$ cat src/rtl/bpe_pkg.sv
// ----------------------------------------------------------------------------
// bpe_pkg: shared types and constants of the Bezier point evaluator
// Holds the beat formats, the request and status codes, the sequencer
// states and the control group that the sequencer hands to the datapath.
// ----------------------------------------------------------------------------
package bpe_pkg;

    localparam int MAX_POINTS  = 16;
    localparam int COORD_BITS  = 12;
    localparam int T_FRAC_BITS = 16;

    localparam int T_W    = T_FRAC_BITS + 1;
    localparam int WORK_W = COORD_BITS + T_FRAC_BITS;
    localparam int IDX_W  = $clog2(MAX_POINTS);
    localparam int CNT_W  = $clog2(MAX_POINTS + 1);

    localparam logic [T_W-1:0] T_ONE = T_W'(1) << T_FRAC_BITS;

    localparam logic [1:0] REQ_CLEAR  = 2'd0;
    localparam logic [1:0] REQ_APPEND = 2'd1;
    localparam logic [1:0] REQ_EVAL   = 2'd2;

    localparam logic [1:0] ST_OK    = 2'd0;
    localparam logic [1:0] ST_EMPTY = 2'd1;
    localparam logic [1:0] ST_FULL  = 2'd2;

    typedef struct packed {
        logic [1:0]            req_type;
        logic [COORD_BITS-1:0] point_x;
        logic [COORD_BITS-1:0] point_y;
        logic [T_W-1:0]        t_param;
    } bpe_in_t;

    typedef struct packed {
        logic [1:0]            status;
        logic [COORD_BITS-1:0] curve_x;
        logic [COORD_BITS-1:0] curve_y;
        logic [CNT_W-1:0]      points_held;
    } bpe_out_t;

    typedef enum logic [1:0] {
        ST_IDLE,
        ST_LOAD,
        ST_STEP,
        ST_FINISH
    } bpe_state_t;

    typedef struct packed {
        logic             store_we;
        logic [IDX_W-1:0] store_idx;
        logic             t_we;
        logic             load;
        logic             step;
        logic             dbl;
        logic [IDX_W-1:0] wr_idx;
    } bpe_ctrl_t;

endpackage

$ cat src/rtl/bpe_lerp.sv
// ----------------------------------------------------------------------------
// bpe_lerp: one linear interpolation step
// Computes a + floor((b - a) * t / 2^T_FRAC_BITS) on unsigned fixed point.
// ----------------------------------------------------------------------------
module bpe_lerp
    import bpe_pkg::*;
(
    input  logic [WORK_W-1:0] a,
    input  logic [WORK_W-1:0] b,
    input  logic [T_W-1:0]    t,
    output logic [WORK_W-1:0] y
);

    localparam int PROD_W = WORK_W + T_W + 2;

    logic signed [WORK_W:0]   diff;
    logic signed [T_W:0]      t_s;
    logic signed [PROD_W-1:0] prod;
    logic signed [PROD_W-1:0] scaled;

    // The arithmetic shift of the signed product gives the floor for both signs.
    assign diff   = signed'({1'b0, b}) - signed'({1'b0, a});
    assign t_s    = signed'({1'b0, t});
    assign prod   = PROD_W'(diff) * PROD_W'(t_s);
    assign scaled = prod >>> T_FRAC_BITS;

    // The true result lies between a and b, so the sum wraps back into range.
    assign y = a + scaled[WORK_W-1:0];

endmodule

$ cat src/rtl/bpe_datapath.sv
// ----------------------------------------------------------------------------
// bpe_datapath: control point store, working row and interpolation unit
// The working row shifts toward entry zero while the interpolation unit
// reads the first two entries and writes its result at the end of a level.
// ----------------------------------------------------------------------------
module bpe_datapath
    import bpe_pkg::*;
(
    input  logic                  clk,
    input  bpe_ctrl_t             ctrl,
    input  logic [COORD_BITS-1:0] point_x,
    input  logic [COORD_BITS-1:0] point_y,
    input  logic [T_W-1:0]        t_param,
    output logic [COORD_BITS-1:0] head_x,
    output logic [COORD_BITS-1:0] head_y
);

    logic [COORD_BITS-1:0] x_store [MAX_POINTS];
    logic [COORD_BITS-1:0] y_store [MAX_POINTS];
    logic [WORK_W-1:0]     work_x_reg [MAX_POINTS];
    logic [WORK_W-1:0]     work_y_reg [MAX_POINTS];
    logic [WORK_W-1:0]     shift_x [MAX_POINTS];
    logic [WORK_W-1:0]     shift_y [MAX_POINTS];
    logic [T_W-1:0]        t_reg;
    logic [T_W-1:0]        t_sat;
    logic [WORK_W-1:0]     lerp_x;
    logic [WORK_W-1:0]     lerp_y;

    assign t_sat = (t_param > T_ONE) ? T_ONE : t_param;

    // Each entry takes its neighbor one or two places up; the top entry holds.
    for (genvar k = 0; k < MAX_POINTS; k++) begin : g_shift
        if (k + 2 < MAX_POINTS) begin : g_mid
            assign shift_x[k] = ctrl.dbl ? work_x_reg[k+2] : work_x_reg[k+1];
            assign shift_y[k] = ctrl.dbl ? work_y_reg[k+2] : work_y_reg[k+1];
        end
        else if (k + 1 < MAX_POINTS) begin : g_near
            assign shift_x[k] = work_x_reg[k+1];
            assign shift_y[k] = work_y_reg[k+1];
        end
        else begin : g_top
            assign shift_x[k] = work_x_reg[k];
            assign shift_y[k] = work_y_reg[k];
        end
    end

    bpe_lerp u_lerp_x (
        .a (work_x_reg[0]),
        .b (work_x_reg[1]),
        .t (t_reg),
        .y (lerp_x)
    );

    bpe_lerp u_lerp_y (
        .a (work_y_reg[0]),
        .b (work_y_reg[1]),
        .t (t_reg),
        .y (lerp_y)
    );

    always_ff @(posedge clk)
    begin
        if (ctrl.store_we)
        begin
            x_store[ctrl.store_idx] <= point_x;
            y_store[ctrl.store_idx] <= point_y;
        end
        if (ctrl.t_we)
        begin
            t_reg <= t_sat;
        end
        if (ctrl.load)
        begin
            for (int k = 0; k < MAX_POINTS; k++)
            begin
                work_x_reg[k] <= {x_store[k], T_FRAC_BITS'(0)};
                work_y_reg[k] <= {y_store[k], T_FRAC_BITS'(0)};
            end
        end
        else if (ctrl.step)
        begin
            // The addressed entry takes the new point; all others shift.
            for (int k = 0; k < MAX_POINTS; k++)
            begin
                if (IDX_W'(k) == ctrl.wr_idx)
                begin
                    work_x_reg[k] <= lerp_x;
                    work_y_reg[k] <= lerp_y;
                end
                else
                begin
                    work_x_reg[k] <= shift_x[k];
                    work_y_reg[k] <= shift_y[k];
                end
            end
        end
    end

    assign head_x = work_x_reg[0][WORK_W-1:T_FRAC_BITS];
    assign head_y = work_y_reg[0][WORK_W-1:T_FRAC_BITS];

endmodule

$ cat config.mk
export PLATFORM = sky130hd
export DESIGN_NAME = bpe_datapath
export DESIGN_NICKNAME = d
export VERILOG_FILES = /design/src/rtl/bpe_pkg.sv /design/src/rtl/bpe_lerp.sv /design/src/rtl/bpe_datapath.sv
export SDC_FILE = /design/constraint.sdc
export NUM_CORES = 2
export LEC_CHECK = 0
export CAP_MARGIN = 20
export CORE_AREA = 4 4 460 553
export DETAILED_ROUTE_END_ITERATION = 10
export DIE_AREA = 0 0 464 557
export DONT_BUFFER_PORTS = 1
export PLACE_DENSITY = 0.63
export RECOVER_POWER = 50
export SYNTH_ARGS = -nofsm -noshare
export SYNTH_HDL_FRONTEND = slang
export SYNTH_SLANG_ARGS = --single-unit
$ cat constraint.sdc
create_clock -name clk -period 24.7 [get_ports clk]
set_clock_uncertainty 0.1 [all_clocks]
set_input_delay 3.705 -clock clk [delete_from_list [all_inputs] [get_ports clk]]
set_output_delay 3.705 -clock clk [all_outputs]
set_load 0.02 [all_outputs]
==> impl_metrics.toml <==
[outcome]
status = "finished, violations left"
violations = "capacitance limit, slew limit"

[die]
dieArea_mm2 = 0.258
start_util_pct = 39.9
core-area_mm2 = 0.249
die_x_um = 464
rows = 201
ios = 79
die_h_um = 557

[routing]
via_per_inst = 5.43
drt-initial-drc-count = 5784
routed-wl-met3_um = 16300
drtAntennaViolNets = 0
wl_met2_um = 133000
route.vias.total = 68800
wl_per_cell_um = 21.3
firstDrtPassIters = 6
top_layer_used = "met5"
route.detailed.drc = 0
drt-total-wl_um = 270000
wl_met1_um = 110000

[setup_path]
start_kind = "primary input"
r2r-end = "work_x_reg[0][277]$_DFFE_PP_"
cp.arrival_ns = 14.45
cp_data_required_time_ns = 24.66
crit_chain = "or2_0 > clkbuf_1"
worstPathMaxFanout = 181
critPathMaxStageDelay_ns = 7.31
slowest_stage = "clkbuf_1"
crit_path_end_kind = "register"
rr_startpoint = "work_x_reg[0][1]$_SDFFCE_PP0P_"
crit_buf_inv = 1
path_class = "primary input to register"
critPathTopFamily = "buffers and inverters"
rr_worst_depth = 49
rrSetupSlack_ns = 11.98

[flow_run]
drv_cap = 23

[yosys]
synth-edff-count = 1297
synth_cell_types = 76
synth_nets = 10800
synthTopCellsByArea = "edfxtp_1 39%, fa_1 18%, mux2i_1 8.0%"
syn_inst = 9503
synth_warnings = 0
synth_area_leader_cell = "edfxtp_1"
synth_top_area_share_pct = 39.2
synth_seq_cells = 1297
syn_area_per_cell_um2 = 10.5
ys_seq_area_share_pct = 39.2
synthArstFlopShare_pct = 0
synth_ff_type = "edfxtp_1"
synth_commonest_cells = "1297 x edfxtp_1, 1235 x inv_1, 1012 x nand2_1, 912 x fa_1, 796 x mux2i_1"
synth_area_mm2 = 0.0994
synth.most_common_cell = "edfxtp_1"

[finish]
fin_area_mm2 = 0.107
fill_cells = 23500
final_nets = 10500
drive_above_1_share_pct = 5.12
area_growth_pct = 8.14

[placed_design]
port_buffers = 0
post-place-ws_ns = 12.03
finalWeightedCongestion = 0.889
post-dp-hpwl_um = 179000
dpl_cell_area_mm2 = 0.103

[clocking]
cts_root_buf = "clkbuf_16"
postCtsHoldBufs = 0
post_cts_resized = 0
postCtsSetupRepairBufs = 0
cts_max_level = 4
cts.sink_count = 1297
clk_pin_slew_ns = 0.06
clockBufferDepth = 3
cts_buffers = 142
cts_tree = "built"
clock_latency_ns = 0.80

[timing]
fin_crit_sh_pct = 58.7
setup_violations = 0
tns_ns = 0
grt_setup_unrepaired = "false"
min_period_ns = 14.49
slew_headroom_pct = -572
drv_slew = 878
fmax_mhz = 69.0
worst-slew-pin-transition_ns = 10.08
finalHoldViolations = 0
setup_slack_ns = 10.21

[hold_path]
min_path_cells = 2
min_path_type = "register to register"
whs_endpoint = "work_y_reg[0][334]$_DFFE_PP_"
hp-start = "y_store[11][10]$_DFFE_PP_"

[global_routing]
overflow = 0
gr-usage-all-layers_pct = 20.7
grt_pass1_vias = 70500
grt_max_degree = 789
antenna_found_initial = 7
grt_pass1_wl_um = 420000
==> how the worst max path moves through the flow <==
stage,slack (ns),endpoint,depth (start not counted),startpoint
detailed placement,12.03,work_x_reg[0][277]$_DFFE_PP_,49,work_x_reg[0][1]$_SDFFCE_PP0P_
CTS,11.98,work_x_reg[0][277]$_DFFE_PP_,49,work_x_reg[0][1]$_SDFFCE_PP0P_
floorplan,9.20,work_x_reg[0][0]$_SDFFCE_PP0P_,4,ctrl[6]
global placement,11.95,work_x_reg[0][413]$_DFFE_PP_,47,work_x_reg[0][0]$_SDFFCE_PP0P_
finish,10.21,work_x_reg[0][64]$_SDFFCE_PP0P_,2,ctrl[5]
global route,9.27,work_y_reg[0][118]$_SDFFCE_PP0P_,2,ctrl[5]
==> worst register-to-register path: cells and delay by family (launching register included) <==
family | cells | cell delay (ns)
compound gates | 24 | 5.98
fa+ha+maj | 9 | 3.92
simple gates | 7 | 1.11
buf+inv | 7 | 0.72
flops | 1 | 0.49
xor+xnor | 2 | 0.23
==> area by class of cell <==
cell class                 count  area [um2]  share of cell area (%)
clock inverter                80         712                   0.663
multi-input combinational   6336       53700                    50.0
timing repair buffer         207        1580                    1.47
clock buffer                 169        3680                    3.42
sequential                  1297       38900                    36.2
tap                         3349        4190                    3.90
antenna                        2        5.00                 0.00466
inverter                    1235        4640                    4.31
==> per-stage QoR <==
stage               std cells  hold WS [ns]  utilization (%)
floorplan                9503         0.384                -
global placement        12400         0.389             41.3
detailed placement      12400         0.395             41.3
CTS                     12700         0.383             43.1
global route            12700         0.417             43.1
finish                  12700         0.375             43.1
==> routing by layer <==
metal | up-vias | global-route usage [%]
li1 | 31300 | -
met1 | 35000 | 26.2
met2 | 2055 | 35.7
met3 | 504 | 3.18
met4 | 2 | 7.94
met5 | - | 0
==> kinds of logic after synthesis <==
kind of cell    after synthesis  share of synthesized area [%]
simple gates               2515                           11.5
buf+inv                    1870                           7.17
compound gates             1588                           9.83
flops                      1297                           39.2
fa+ha+maj                  1228                           22.4
mux                         824                           8.34
xor+xnor                    181                           1.61
==> cells in the final DEF, fill, tap and decap left out, types with 28 or more instances in the layout <==
cell | Yosys | final
edfxtp_1 | 1297 | 1297
inv_1 | 1235 | 1235
nand2_1 | 1012 | 1005
fa_1 | 912 | 912
mux2i_1 | 796 | 796
nor2_1 | 678 | 664
and2_1 | 493 | 493
a21oi_1 | 467 | 466
o21ai_0 | 451 | 450
a211oi_1 | 399 | 399
ha_1 | 316 | 316
buf_4 | 24 | 170
clkbuf_16 | 0 | 143
nor2b_1 | 135 | 134
xnor2_1 | 133 | 122
a21o_1 | 69 | 69
nor3_1 | 73 | 67
clkbuf_1 | 577 | 55
xor2_1 | 47 | 42
clkinv_1 | 0 | 39
nand2b_1 | 33 | 32
o21a_1 | 28 | 28
mux2_2 | 28 | 28
Power is not shown: default switching activity piles up to over one toggle a cycle in this logic, so the estimate is an artifact.
