File: config.mk
export PLATFORM = sky130hd
export DESIGN_NAME = bpe_seq
export DESIGN_NICKNAME = d
export VERILOG_FILES = /design/src/rtl/bpe_pkg.sv /design/src/rtl/bpe_seq.sv
export SDC_FILE = /design/constraint.sdc
export NUM_CORES = 1
export LEC_CHECK = 0
export ABC_AREA = 1
export BUFFER_PORTS_ARGS = -buffer_cell sky130_fd_sc_hd__clkbuf_2
export CORE_MARGIN = 5
export CORE_UTILIZATION = 54
export CTS_BUF_LIST = sky130_fd_sc_hd__clkbuf_4 sky130_fd_sc_hd__clkbuf_8
export DETAILED_ROUTE_END_ITERATION = 10
export PLACE_DENSITY = 0.8
export SYNTH_ARGS = -nofsm -noshare
export SYNTH_HDL_FRONTEND = slang
export SYNTH_SLANG_ARGS = --single-unit
export TNS_END_PERCENT = 10
File: constraint.sdc
create_clock -name clk -period 3.93 [get_ports clk]
set_input_delay 1.179 -clock clk [delete_from_list [all_inputs] [get_ports clk]]
set_output_delay 1.179 -clock clk [all_outputs]
set_load 0.01 [all_outputs]
File: src/rtl/bpe_pkg.sv
// ----------------------------------------------------------------------------
// bpe_pkg: shared types and constants of the Bezier point evaluator
// Holds the beat formats, the request and status codes, the sequencer
// states and the control group that the sequencer hands to the datapath.
// ----------------------------------------------------------------------------
package bpe_pkg;

    localparam int MAX_POINTS  = 16;
    localparam int COORD_BITS  = 12;
    localparam int T_FRAC_BITS = 16;

    localparam int T_W    = T_FRAC_BITS + 1;
    localparam int WORK_W = COORD_BITS + T_FRAC_BITS;
    localparam int IDX_W  = $clog2(MAX_POINTS);
    localparam int CNT_W  = $clog2(MAX_POINTS + 1);

    localparam logic [T_W-1:0] T_ONE = T_W'(1) << T_FRAC_BITS;

    localparam logic [1:0] REQ_CLEAR  = 2'd0;
    localparam logic [1:0] REQ_APPEND = 2'd1;
    localparam logic [1:0] REQ_EVAL   = 2'd2;

    localparam logic [1:0] ST_OK    = 2'd0;
    localparam logic [1:0] ST_EMPTY = 2'd1;
    localparam logic [1:0] ST_FULL  = 2'd2;

    typedef struct packed {
        logic [1:0]            req_type;
        logic [COORD_BITS-1:0] point_x;
        logic [COORD_BITS-1:0] point_y;
        logic [T_W-1:0]        t_param;
    } bpe_in_t;

    typedef struct packed {
        logic [1:0]            status;
        logic [COORD_BITS-1:0] curve_x;
        logic [COORD_BITS-1:0] curve_y;
        logic [CNT_W-1:0]      points_held;
    } bpe_out_t;

    typedef enum logic [1:0] {
        ST_IDLE,
        ST_LOAD,
        ST_STEP,
        ST_FINISH
    } bpe_state_t;

    typedef struct packed {
        logic             store_we;
        logic [IDX_W-1:0] store_idx;
        logic             t_we;
        logic             load;
        logic             step;
        logic             dbl;
        logic [IDX_W-1:0] wr_idx;
    } bpe_ctrl_t;

endpackage

File: src/rtl/bpe_seq.sv
// ----------------------------------------------------------------------------
// bpe_seq: request decoder and evaluation sequencer
// Keeps the point count, walks the de Casteljau levels and builds the result.
// ----------------------------------------------------------------------------
module bpe_seq
    import bpe_pkg::*;
(
    input  logic                  clk,
    input  logic                  rst_n,
    input  logic                  in_valid,
    input  logic [1:0]            req_type,
    input  logic [COORD_BITS-1:0] head_x,
    input  logic [COORD_BITS-1:0] head_y,
    input  logic                  res_take,
    output logic                  in_ready,
    output bpe_ctrl_t             ctrl,
    output logic                  res_valid,
    output bpe_out_t              res
);

    bpe_state_t       state_reg, state_next;
    logic [CNT_W-1:0] count_reg, count_next;
    logic [CNT_W-1:0] level_reg, level_next;
    logic [IDX_W-1:0] step_reg, step_next;
    bpe_out_t         res_reg, res_next;
    logic [CNT_W-1:0] level_m1;
    logic [CNT_W-1:0] level_m2;

    assign level_m1 = level_reg - CNT_W'(1);
    assign level_m2 = level_reg - CNT_W'(2);

    always_ff @(posedge clk or negedge rst_n)
    begin
        if (!rst_n)
        begin
            state_reg <= ST_IDLE;
            count_reg <= '0;
            level_reg <= '0;
            step_reg  <= '0;
        end
        else
        begin
            state_reg <= state_next;
            count_reg <= count_next;
            level_reg <= level_next;
            step_reg  <= step_next;
        end
    end

    always_ff @(posedge clk)
    begin
        res_reg <= res_next;
    end

    always_comb
    begin
        state_next = state_reg;
        count_next = count_reg;
        level_next = level_reg;
        step_next  = step_reg;
        res_next   = res_reg;
        ctrl       = '0;
        in_ready   = 1'b0;
        res_valid  = 1'b0;

        unique case (state_reg)
            ST_IDLE:
            begin
                in_ready = 1'b1;
                if (in_valid)
                begin
                    res_next             = '0;
                    res_next.points_held = count_reg;
                    state_next           = ST_FINISH;
                    unique case (req_type)
                        REQ_CLEAR:
                        begin
                            count_next           = '0;
                            res_next.points_held = '0;
                        end
                        REQ_APPEND:
                        begin
                            if (count_reg == CNT_W'(MAX_POINTS))
                            begin
                                res_next.status = ST_FULL;
                            end
                            else
                            begin
                                ctrl.store_we        = 1'b1;
                                ctrl.store_idx       = count_reg[IDX_W-1:0];
                                count_next           = count_reg + CNT_W'(1);
                                res_next.points_held = count_reg + CNT_W'(1);
                            end
                        end
                        REQ_EVAL:
                        begin
                            if (count_reg == '0)
                            begin
                                res_next.status = ST_EMPTY;
                            end
                            else
                            begin
                                ctrl.t_we  = 1'b1;
                                level_next = count_reg;
                                state_next = ST_LOAD;
                            end
                        end
                        default:
                        begin
                            res_next.status = ST_OK;
                        end
                    endcase
                end
            end
            ST_LOAD:
            begin
                ctrl.load  = 1'b1;
                step_next  = '0;
                state_next = ST_STEP;
            end
            ST_STEP:
            begin
                if (level_reg == CNT_W'(1))
                begin
                    res_next.status      = ST_OK;
                    res_next.curve_x     = head_x;
                    res_next.curve_y     = head_y;
                    res_next.points_held = count_reg;
                    state_next           = ST_FINISH;
                end
                else
                begin
                    ctrl.step = 1'b1;
                    if (CNT_W'(step_reg) == level_m2)
                    begin
                        // Last pair of the level: close the gap left by the old tail.
                        ctrl.dbl    = 1'b1;
                        ctrl.wr_idx = level_m2[IDX_W-1:0];
                        level_next  = level_m1;
                        step_next   = '0;
                    end
                    else
                    begin
                        ctrl.wr_idx = level_m1[IDX_W-1:0];
                        step_next   = step_reg + IDX_W'(1);
                    end
                end
            end
            ST_FINISH:
            begin
                res_valid = 1'b1;
                if (res_take)
                begin
                    state_next = ST_IDLE;
                end
            end
            default:
            begin
                state_next = ST_IDLE;
            end
        endcase
    end

    assign res = res_reg;

    a_count_max: assert property (@(posedge clk) disable iff (!rst_n)
        count_reg <= CNT_W'(MAX_POINTS))
        else $error("point count above store size");

    a_eval_start: assert property (@(posedge clk) disable iff (!rst_n)
        (state_reg == ST_IDLE && in_valid && req_type == REQ_EVAL && count_reg != '0)
        |=> state_reg == ST_LOAD)
        else $error("evaluate on a filled store did not start loading");

    a_level_range: assert property (@(posedge clk) disable iff (!rst_n)
        (state_reg == ST_LOAD || state_reg == ST_STEP)
        |-> (level_reg != '0 && level_reg <= count_reg))
        else $error("level outside the stored point range");

    a_step_range: assert property (@(posedge clk) disable iff (!rst_n)
        (state_reg == ST_STEP && level_reg > CNT_W'(1))
        |-> (CNT_W'(step_reg) + CNT_W'(2)) <= level_reg)
        else $error("step index ran past the current level");

endmodule

==> results.ini, run 1 <==
[synthesis]
syn_area_per_cell_um2=8.717
synth_mux_area_share_pct=0
ys_seq_area_share_pct=50.91
synth_top_family_by_area=simple AND/OR/NAND/NOR gates
synth-xor-area-share_pct=2.010
synth_compound_area_share_pct=7.129
synthCells=300
synth-simple-area-share_pct=24.16
synth_cell_types=30
syn_nets=345
ys_warn_count=0
ys_ff_latch=47
netlist_area_um2=2615
synth_fa_ha_area_share_pct=7.177

[critical_path]
cp_slowest_cell=ha_1
start_kind=primary input
cp_max_fo=6
path_class=primary input to output pin
required_ns=2.75
cp.arrival_ns=2.12
critPathMaxStageDelay_ns=0.25
cp-end-kind=output pin
path_cells=clkbuf_2 -> inv_1 -> ha_1 -> inv_1 -> nor3_1 -> clkbuf_2

[clock_tree]
clk_pin_slew_ns=0.09
cts_setup_buffers=0
cts_num_sinks=47
insertion_delay_ns=0.30
clockBufferDepth=2
holdBufCountCts=0
cts_resized=0
cts_tree=done
root_buffer=clkbuf_8
htree_levels=2
cts_buffers=5

[min_path]
worstHoldPathType=flop to flop

[global_routing]
use_met2_pct=31.05
gr-usage-all-layers_pct=18.07
grt-busiest-layer=met2
grt_pass1_wl_um=9004
met1_usage_pct=22.08
grt_max_degree=35
overflow=0
met3_usage_pct=4.063
grt_pass1_vias=2070
antenna_found_initial=0

[final_layout]
final_common_cell=nand2_1
area_delta_synth_final_pct=21.63
stdcell_count=447
final_cell_mix=90 x nand2_1, 75 x clkbuf_2, 46 x inv_1
postLayoutCoreUtil_pct=67.34
fillers=391
largest_register_ffs=31
nets=424
drive_gt1_share_pct=27.63
final_cell_area_um2=3181
diodes=0

[run_status]
status=complete, no violations

[route]
drt_first_iter_violations=70
drc=0
ant_nets=0
first_pass_iters=4
routedWlPerCell_um=12.42
wirelength_um=5552
vias=2191
vias_per_cell=4.902

[sta]
fin_tns_setup_ns=0
rsz0062_at_grt=false
worst_pin_slew_ns=0.4749
finalHoldViolations=0
whs_ns=0.5572
skew_ns=0.009473
final_max_slew_viol_count=0
fmax_mhz=302.7
relSlewSlack_pct=68.30
setup_violations=0
period_share_pct=84.06
fin_crit_ns=3.303

[die]
fp.dieW_um=79.59
rows=25
die-area_um2=6335
io_pins=76
start_util_pct=55.36
core_um2=4723
die_h_um=79.59

[place]
dp_hpwl_um=4206
place_area_um2=3065
gp_congestion=0.8931
portBuffers=75
dp.cells=439

[power]
leakage_uw=0.001668
ir_drop_v=0.0006271
power_density_nw_per_um2=838.5

[job]
cap_violations=0

cells in the mapped netlist:
master    count  area [um2]
a21oi_1       6       30.03
o21ai_0      17       85.08
buf_4         1       7.510
buf_2         3       15.01
nand3_4       1       17.52
nand4_1       2       12.51
nand2_4       1       11.26
or2_2         1       6.260
edfxtp_1     31       930.9
o21ai_1       3       15.01
nor2_4        1       11.26
o22ai_1       5       31.28
nand2_2       3       18.77
nor3b_1       1       7.510
inv_1        46       172.7
a21oi_2       1       8.760
a21oi_4       1       16.27
clkinv_1      1       3.750
nand2_1      90       337.8
nor3_1        5       25.02
nand2_8       1       20.02
clkbuf_1      1       3.750
nor2_2        3       18.77
xor2_1        4       35.03
nor2_1       12       45.04
xnor2_1       2       17.52
nand3_1      20       100.1
dfrtp_1      16       400.4
ha_1         15       187.7
inv_2         6       22.52
worst max-delay path, delay by kind of cell:
kind | cells | cell delay (ns)
buffers and inverters | 4 | 0.48
AND/OR/NAND/NOR | 1 | 0.22
adder cells (fa/ha/maj) | 1 | 0.25
kinds of logic after synthesis:
| group | after synthesis |
|---|---|
| AOI/OAI and AO/OA | 33 |
| xor gates and xnor gates | 6 |
| buffers and inverters | 58 |
| adders and majority gates | 15 |
| DFF | 47 |
| and+or+nand+nor | 141 |
through the flow:
stage          setup WS (ns)  power, uW
3_3_place_gp          0.6605       2285
4_1_cts               0.6348       2687
2_1_floorplan         0.7838       1899
3_5_place_dp          0.6287       2322
5_1_grt               0.5064       2878
6_report              0.6266       2667
final cells by class:
| cell class | instances | area (um2) | share of cell area [%] |
|---|---|---|---|
| sequential | 47 | 1331 | 41.86 |
| multi-input combinational | 195 | 1061 | 33.36 |
| timing repair buffer | 77 | 390.4 | 12.27 |
| inverter | 53 | 198.9 | 6.255 |
| tap | 67 | 83.83 | 2.636 |
| clock buffer | 5 | 68.82 | 2.164 |
| clock inverter | 3 | 46.29 | 1.456 |
report_power, final:
group          leakage, uW  switching, uW  internal [uW]  total, uW
combinational      0.00110            899            446       1350
sequential        0.000518            115            843        959
clock            0.0000548            171            192        363
total              0.00167           1190           1480       2670
path summary, 6_finish.rpt:
path,endpoint,slack (ns),cells after the start,startpoint
setup / recovery,ctrl[11],0.63,6,req_type[1]
hold / removal,level_reg[1],0.56,2,level_reg[1]
hold reg to reg,level_reg[1],0.56,2,level_reg[1]
setup reg to reg,res[12],1.28,8,state_reg[0]
min in group asynchronous,step_reg[1],0.81,1,rst_n
max in group asynchronous,level_reg[2],2.81,1,rst_n
metal layers:
layer | vias up | share of wire [%]
li1 | 1112 | -
met1 | 988 | 45
met2 | 82 | 45
met3 | 9 | 8.0
met4 | 0 | 1.7
met5 | - | 0
Note: power is estimated with default switching activity, not from simulation.
==> run 2: changes to the inputs <==
==> constraint.sdc (replaced) <==
create_clock -name clk -period 3.2 [get_ports clk]
set_input_delay 0.96 -clock clk [delete_from_list [all_inputs] [get_ports clk]]
set_output_delay 0.96 -clock clk [all_outputs]
set_load 0.01 [all_outputs]
==> run 2 against run 1 <==
First-iteration DRC count is 59% higher. Routed wire length fell by 0.65%. Clock skew up 0.0059 ns. Critical path depth grew 3. Count of clock-buffer cells in the layout did not move. Worst setup slack got worse by 0.41 ns. Design area is essentially flat. Register-to-register slack lost 0.41 ns. Combinational power up 22%. Clock power is 24% higher. Core utilization barely moved.
==> results.ini, run 2 (synthesized netlist as in run 1, its figures left out) <==
[route]
routedWlPerCell_um=12.34  ; was 12.42 um
wirelength_um=5516  ; was 5552 um
first_pass_iters=4  ; unchanged
drc=0  ; unchanged
ant_nets=0  ; unchanged
vias=2227  ; was 2191
drt_first_iter_violations=111  ; was 70
vias_per_cell=4.982  ; was 4.902

[min_path]
worstHoldPathType=primary input to asynchronous set/reset pin  ; was flop to flop

[global_routing]
grt_max_degree=35  ; unchanged
grt_pass1_wl_um=9259  ; was 9004 um
antenna_found_initial=0  ; unchanged
overflow=0  ; unchanged
gr-usage-all-layers_pct=18.75  ; was 18.07%
grt_pass1_vias=2110  ; was 2070

[power]
power_density_nw_per_um2=1030  ; was 838.5 nW/um2
ir_drop_v=0.0009225  ; was 0.0006271 V
leakage_uw=0.001672  ; was 0.001668 uW

[sta]
setup_violations=0  ; unchanged
fmax_mhz=335.3
relSlewSlack_pct=71.38  ; was 68.30%
finalHoldViolations=0  ; unchanged
worst_pin_slew_ns=0.4293  ; was 0.4749 ns
period_share_pct=93.19
rsz0062_at_grt=false  ; unchanged
skew_ns=0.01536  ; was 0.009473 ns
setup_slack_ns=0.2178  ; was 0.6266 ns
fin_tns_setup_ns=0  ; unchanged
fin_crit_ns=2.982
final_max_slew_viol_count=0  ; unchanged

[critical_path]
cp_slowest_cell=dfrtp_1  ; was ha_1
critPathMaxStageDelay_ns=0.41  ; was 0.25 ns
start_kind=flop  ; was primary input
path_cells=inv_2 -> ha_1 -> xnor2_1 -> nor2_2 -> nand3_4 -> nand2_1 -> o21ai_0 -> nor2_1 -> clkbuf_2  ; was clkbuf_2 -> inv_1 -> ha_1 -> inv_1 -> nor3_1 -> clkbuf_2
cp.arrival_ns=2.02  ; was 2.12 ns
cp_max_fo=7  ; was 6
path_class=flop to output pin  ; was primary input to output pin
cp-end-kind=output pin  ; unchanged
required_ns=2.24  ; was 2.75 ns

[final_layout]
stdcell_count=447  ; unchanged
drive_gt1_share_pct=27.89  ; was 27.63%
largest_register_ffs=31  ; unchanged
area_delta_synth_final_pct=21.67  ; was 21.63%
fillers=390  ; was 391
regArea_um2=1331  ; unchanged
diodes=0  ; unchanged
final_cell_mix=90 x nand2_1, 75 x clkbuf_2, 45 x inv_1  ; was 90 x nand2_1, 75 x clkbuf_2, 46 x inv_1
nets=424  ; unchanged
final_common_cell=nand2_1  ; unchanged
multi_input_area_um2=1061  ; unchanged
final_cell_area_um2=3182  ; was 3181 um2

[die]
rows=25  ; unchanged
fp.dieW_um=79.59  ; unchanged
die-area_um2=6335  ; unchanged
die_h_um=79.59  ; unchanged
start_util_pct=55.36  ; unchanged
core_um2=4723  ; unchanged
io_pins=76  ; unchanged

[place]
dp.cells=439  ; unchanged
dp_hpwl_um=4220  ; was 4206 um
gp_congestion=0.8771  ; was 0.8931
place_area_um2=3065  ; unchanged
portBuffers=75  ; unchanged
pre_cts_ws_ns=0.3464  ; was 0.6287 ns

[run_status]
status=complete, no violations  ; unchanged

[clock_tree]
cts_setup_buffers=0  ; unchanged
cts_resized=0  ; unchanged
cts_num_sinks=47  ; unchanged
insertion_delay_ns=0.30  ; about the same
holdBufCountCts=0  ; unchanged
clockBufferDepth=2  ; unchanged
root_buffer=clkbuf_8  ; unchanged
cts_buffers=5  ; unchanged
clk_pin_slew_ns=0.10  ; was 0.09 ns
cts_tree=done  ; unchanged
htree_levels=2  ; unchanged

[job]
cap_violations=0  ; unchanged

[run 2: changes by cell type in the layout (fill, tap and decap cells not counted), sizes merged]
cell      previous run  this run
clkinvlp             1         0
clkinv               1         2
[run 2: per-layer routing]
layer  routed length [um]  share of wire (%)  global-route usage [%]  up-vias
met5                    0                  0                       0        -
met1                 2414                 44                   23.42     1004
met4                  108                2.0                   8.076        0
met3                  407                7.4                   4.176       11
met2                 2585                 47                   31.14       95
li1                     -                  -                       -     1117
[run 2: worst paths after layout]
path / startpoint / to / slack (ns) / cells past startpoint
setup / recovery: level_reg[1] / ctrl[1] / 0.22 / 9
hold / removal: rst_n / state_reg[0] / 0.57 / 1
setup reg to reg: state_reg[0] / res[9] / 0.87 / 8
hold reg to reg: step_reg[0] / step_reg[0] / 0.57 / 2
max in group asynchronous: rst_n / level_reg[2] / 2.32 / 1
min in group clk: step_reg[0] / step_reg[0] / 0.57 / 2
[run 2: worst max-delay path, delay by kind of cell, from the launching register on]
family	cells	cell delay [ns]
xor+xnor	1	0.16
compound gates	1	0.07
fa+ha+maj	1	0.36
flops	1	0.41
simple gates	4	0.45
buf+inv	2	0.26
[run 2: cell type report]
class	instances	area share, %
Clock inverter	3	1.494
Multi-Input combinational cell	195	33.35
Sequential cell	47	41.84
Clock buffer	5	2.163
Tap cell	67	2.635
Inverter	53	6.252
Timing Repair Buffer	77	12.27
[run 2: per-stage QoR]
step	power (uW)	util, %	hold WS (ns)
floorplan	2332	-	0.4832
global placement	2806	64.90	0.5074
detailed placement	2861	64.90	0.5266
CTS	3312	67.36	0.5503
global route	3569	67.36	0.5860
finish	3278	67.36	0.5663
[run 2: where the power goes]
group | internal (uW) | total [uW] | switching, uW
Clock | 237 | 449 | 212
Combinational | 549 | 1650 | 1100
Sequential | 1040 | 1180 | 141
Total | 1820 | 3280 | 1460
